$ cat src/hw/rtl/tps_fifo.sv
// ----------------------------------------------------------------------------
// tps_fifo
// Small register queue with occupancy count; callers never overfill it.
// ----------------------------------------------------------------------------
module tps_fifo #(
  parameter int unsigned WIDTH = 8,
  parameter int unsigned DEPTH = 4
) (
  input  logic                     clk_i,
  input  logic                     rst_ni,
  input  logic                     push_i,
  input  logic [WIDTH-1:0]         data_i,
  input  logic                     pop_i,
  output logic [WIDTH-1:0]         data_o,
  output logic [$clog2(DEPTH):0]   count_o
);
  localparam int unsigned PTR_W = $clog2(DEPTH);

  logic [WIDTH-1:0] mem_q [DEPTH];
  logic [PTR_W-1:0] wr_ptr_q, wr_ptr_d;
  logic [PTR_W-1:0] rd_ptr_q, rd_ptr_d;
  logic [PTR_W:0]   count_q, count_d;

  always_comb begin
    wr_ptr_d = push_i ? wr_ptr_q + PTR_W'(1) : wr_ptr_q;
    rd_ptr_d = pop_i ? rd_ptr_q + PTR_W'(1) : rd_ptr_q;
    count_d  = count_q + (PTR_W+1)'(push_i) - (PTR_W+1)'(pop_i);
  end

  always_ff @(posedge clk_i or negedge rst_ni) begin
    if (!rst_ni) begin
      wr_ptr_q <= '0;
      rd_ptr_q <= '0;
      count_q  <= '0;
    end else begin
      wr_ptr_q <= wr_ptr_d;
      rd_ptr_q <= rd_ptr_d;
      count_q  <= count_d;
    end
  end

  always_ff @(posedge clk_i) begin
    if (push_i) begin
      mem_q[wr_ptr_q] <= data_i;
    end
  end

  assign data_o  = mem_q[rd_ptr_q];
  assign count_o = count_q;

endmodule

$ cat config.mk
export PLATFORM = sky130hd
export DESIGN_NAME = tps_fifo
export DESIGN_NICKNAME = d
export VERILOG_FILES = /design/src/hw/rtl/tps_fifo.sv
export SDC_FILE = /design/constraint.sdc
export NUM_CORES = 1
export LEC_CHECK = 0
export ABC_AREA = 1
export BUFFER_PORTS_ARGS = -buffer_cell sky130_fd_sc_hd__buf_2
export CORE_MARGIN = 10
export CORE_UTILIZATION = 59
export CTS_BUF_LIST = sky130_fd_sc_hd__clkbuf_8
export DETAILED_ROUTE_END_ITERATION = 8
export PLACE_DENSITY = 0.82
export SYNTH_ARGS = -nofsm -noshare
export SYNTH_HDL_FRONTEND = slang
export SYNTH_SLANG_ARGS = --single-unit
$ cat constraint.sdc
create_clock -name clk_i -period 2.1 [get_ports clk_i]
set_input_delay 0.105 -clock clk_i [delete_from_list [all_inputs] [get_ports clk_i]]
set_output_delay 0.105 -clock clk_i [all_outputs]
set_load 0.01 [all_outputs]
# Word-level counts from Yosys, hierarchy flattened
# Memory sizes are Yosys's and may differ from the RTL's.
# Cells that the tools add are included.
[op_classes]
n_addsub = 4
mul = 0
div = 0
magnitude_cmp = 0
n_eq_ne = 0
n_shift = 0
n_mux = 2
bitwise_logic = 0
reduce_logical = 0
[op_table]
columns = ["op", "n"]
rows = [
  ["2-bit by 1-bit adder with 2-bit output (second input constant)", 2],
  ["3-bit by 1-bit adder with 3-bit output", 1],
  ["3-bit by 1-bit subtractor with 3-bit output", 1],
  ["1-bit 2-to-1 mux", 2],
]
[totals]
ff_bits = 7
latchBits = 0
mem_bits_rw = 32
mem_bits_ro = 0
input_bits = 12
output_inout_bits = 11
memories = 1
[memory_table]
columns = ["name", "depth", "word_bits", "rd", "rd_clocked_by_memory_dff", "wr", "line", "text"]
rows = [
  ["mem_q", 4, 8, 1, 0, 1, "19", "logic [WIDTH-1:0] mem_q [DEPTH];"],
]

# Longest topological paths before layout
[depth]
ltp_word = 2
ltp_mapped = 10

# Least setup slack after synthesis
# Ideal clock, no wire load.
[synth_timing]
path_type = "reg-to-reg"
from = "register count_q[0], in the netlist count_o[0]"
to = "register count_q[2], in the netlist count_o[2]"
setup_time_ns = 0.117
arrival_time_ns = 1.474
required_time_ns = 1.983
path_slack_ns = 0.509
stages_incl_launch_ff = 10
n_path_buf = 0
synth_period_minus_slack_ns = 1.591
cell_sequence = "dfrtp_1 > inv_1 > ha_1 > inv_1 > ha_1 > fa_1 > nand2_1 > nand2_1 > nand2_1 > nand2_1"
[synth_via]
elab_chain_cells = 2
[synth_rtl]
columns = ["item", "line", "text"]
rows = [
  ["start, declared", "22", "logic [PTR_W:0] count_q, count_d;"],
  ["start signal, assigned", "38", "count_q <= count_d;"],
  ["3-bit by 1-bit adder with 3-bit output", "27", "count_d = count_q + (PTR_W+1)'(push_i) - (PTR_W+1)'(pop_i);"],
  ["3-bit by 1-bit subtractor with 3-bit output", "27", ""],
  ["via count_d[2]", "22", ""],
]
# The timed path passes the listed nets, and every way through them passes these cells.
# A chain may end at the register's enable or synchronous reset.

# Worst setup path in the final report
# Same ends and word-level chain as after synthesis.

==> flow_summary.toml <==
[status]
outcome = "finished clean"

[yosys]
synth_area_um2 = 1790
netlist_instances = 169
syn_area_per_cell_um2 = 10.6
synthDistinctLibCells = 16
synth-seq-cells = 39
synth_warnings = 0
yosysSeqAreaShare_pct = 63.5
syn_nets = 188

[die]
dieArea_um2 = 5640
rows = 19
fp.coreArea_um2 = 2830
initial_core_util_pct = 63.2
pin_count = 23
die_x_um = 75.1
die_h_um = 75.1

[grt]
grt_pass1_wl_um = 4910
track_usage_pct = 11.9
grt_max_degree = 17
overflow = 0
antenna_found_initial = 0
grt_pass1_vias = 1146

[worst_setup_path]
reg2reg_depth = 9
cpLargestDelayFamily = "adder cells"
cp.depth = 9
r2r_end = "count_o[2]"
cpPeakStageDelay_ns = 0.38
worstPathMaxFanout = 2
cp-startpoint = "count_o[0]"
endpoint = "count_o[2]"
crit_top_cell = "inv_1"
critPathCaptureType = "flop"
critPathLaunchType = "flop"
ff2ff_setup_slack_ns = 0.47
path_cells = "inv_1 > ha_1 > inv_1 > ha_1 > fa_1 > inv_1 > nand2_1 > nand3_1 > nand2_1"
cp.arrival_ns = 1.81
critPathKind = "reg -> reg"
slowest_stage = "fa_1"
required_ns = 2.28
critPathBufInv = 3
r2r_start = "count_o[0]"

[pwr]
cell_internal_pwr_mw = 1.65
powerDensity_nw_per_um2 = 1320
netSwitchingPower_mw = 0.976
power_frac_seq_pct = 44.6
sw_frac_of_total_pct = 37.2
leakage_nw = 1.01
pwr-share-clk_pct = 19.1
pwr-share-comb_pct = 36.3
peakVddDrop_mv = 0.686

[routing]
wire_per_inst_um = 13.4
finalWirelength_um = 3050
drt_iter0_markers = 34
dr.pass1.iters = 4
ant_nets = 0
routed_via_density = 4.83
drt_drc_violations_left = 0
dr_total_vias = 1097

[placement]
dp_hpwl_um = 2230
io_buffers = 22
placed_area_um2 = 1890
gp_congestion = 0.739

[finish]
finalNetCount = 214
n_antenna_cell = 0
drive_gt1_share_pct = 20.4
nFillCells = 214
stdcell_area_um2 = 1990
synthToLayoutAreaGrowth_pct = 11.5

[timing]
fin_skew_ns = 0.00447
setup_viol = 0
tightest_slew_ns = 0.405
relSlewSlack_pct = 73.0
min_period_over_period_pct = 77.4
finalHoldViolations = 0
fin_setup_tns_ns = 0
drv_slew = 0
period_needed_ns = 1.63
clock.fmax_mhz = 615
grt_setup_unrepaired = "no"

[clocking]
tritoncts = "yes"
worstSkewPairLatency_ns = 0.29
clk_pin_slew_ns = 0.07
cts_root_buf = "clkbuf_8"
clock_sinks = 39
cts_max_level = 2
cts_max_path_buffers = 2
numCtsBuffers = 5

[job]
drv_cap = 0

[hold_path]
hold_class = "in -> reg"
==> power groups by stage <==
stage / clock, mW / combinational [mW] / sequential [mW]
floorplan: 0 / 0.762 / 1.12
global placement: 0 / 0.909 / 1.17
detailed placement: 0 / 0.977 / 1.19
CTS: 0.511 / 0.978 / 1.17
global route: 0.539 / 1.10 / 1.19
finish: 0.502 / 0.951 / 1.17
==> synthesized netlist by cell type <==
master,count,area share (%)
inv_1,44,9.2
nand2_1,43,9.0
edfxtp_1,32,54
nand3_1,17,4.8
nand2_2,8,2.8
dfrtp_1,7,9.8
ha_1,6,4.2
xor2_1,3,1.5
buf_6,2,1.3
buf_12,1,1.1
buf_2,1,0.28
clkbuf_2,1,0.28
fa_1,1,1.1
inv_2,1,0.21
inv_6,1,0.49
o21ai_1,1,0.28
==> flip-flops by register name, summed over array words and instances (netlist names) <==
name	count
rd_ptr_q	2
wr_ptr_q	2
mem_q	32
count_o	3
==> through the flow <==
stage                     total power, mW  utilization, %  setup slack [ns]  std cells  hold slack (ns)
after floorplan                      1.89               -             0.509        169           -0.191
after global placement               2.08            66.9             0.570        218          -0.0593
after detailed placement             2.16            66.9             0.489        218          -0.0470
after CTS                            2.66            70.5             0.475        227           0.0175
after global routing                 2.83            70.5             0.389        227           0.0224
final                                2.62            70.5             0.474        227           0.0236
==> final cells by class <==
cell class	instances	area, µm²	share of cell area (%)
Timing Repair Buffer	24	128	6.40
Sequential cell	39	1140	57.0
Clock inverter	2	8.76	0.439
Clock buffer	6	82.6	4.14
Inverter	46	178	8.91
Tap cell	31	38.8	1.94
Multi-Input combinational cell	79	423	21.2
==> repair_timing <==
| action | 4_1_cts | 5_1_grt |
|---|---|---|
| hold endpoints to repair | 7 | 0 |
| gates resized for setup | 0 | 0 |
| hold buffers | 1 | 0 |
| buffers inserted | 0 | 0 |
==> routing by layer <==
| layer | GRT usage [%] | wire length (µm) | up-vias |
|---|---|---|---|
| li1 | - | - | 564 |
| met1 | 11.4 | 1140 | 501 |
| met2 | 21.8 | 1670 | 23 |
| met3 | 3.81 | 151 | 9 |
| met4 | 7.35 | 82 | 0 |
| met5 | 0 | 0 | - |
==> kinds of logic (layout without fill, tap and decap cells) <==
family,after synthesis,in the layout,share of synthesized area (%)
AND/OR/NAND/NOR,68,68,16.6
adder cells (fa/ha/maj),7,7,5.31
AO/OA/AOI/OAI,1,1,0.279
flip-flops,39,39,63.5
buffers and inverters,51,78,12.9
XOR/XNOR,3,3,1.47
==> cell usage in the layout (no fill, tap or decap) <==
master	count
inv_1	45
nand2_1	43
edfxtp_1	32
buf_2	22
nand3_1	17
nand2_2	8
dfrtp_1	7
ha_1	6
clkbuf_8	6
xor2_1	3
inv_6	1
inv_2	1
o21ai_1	1
fa_1	1
clkinv_2	1
dlygate4sd3_1	1
buf_4	1
==> worst min path at each step <==
stage / from / end / slack [ns] / cells after the start
2_1_floorplan: rst_ni / count_o[0] / -0.19 / 0
3_3_place_gp: rst_ni / count_o[0] / -0.06 / 1
3_5_place_dp: rst_ni / count_o[0] / -0.05 / 1
4_1_cts: data_i[7] / mem_q[3][7] / 0.02 / 1
5_1_grt: data_i[7] / mem_q[1][7] / 0.02 / 1
6_report: data_i[7] / mem_q[3][7] / 0.02 / 1
(Power assumes the default switching activity.)
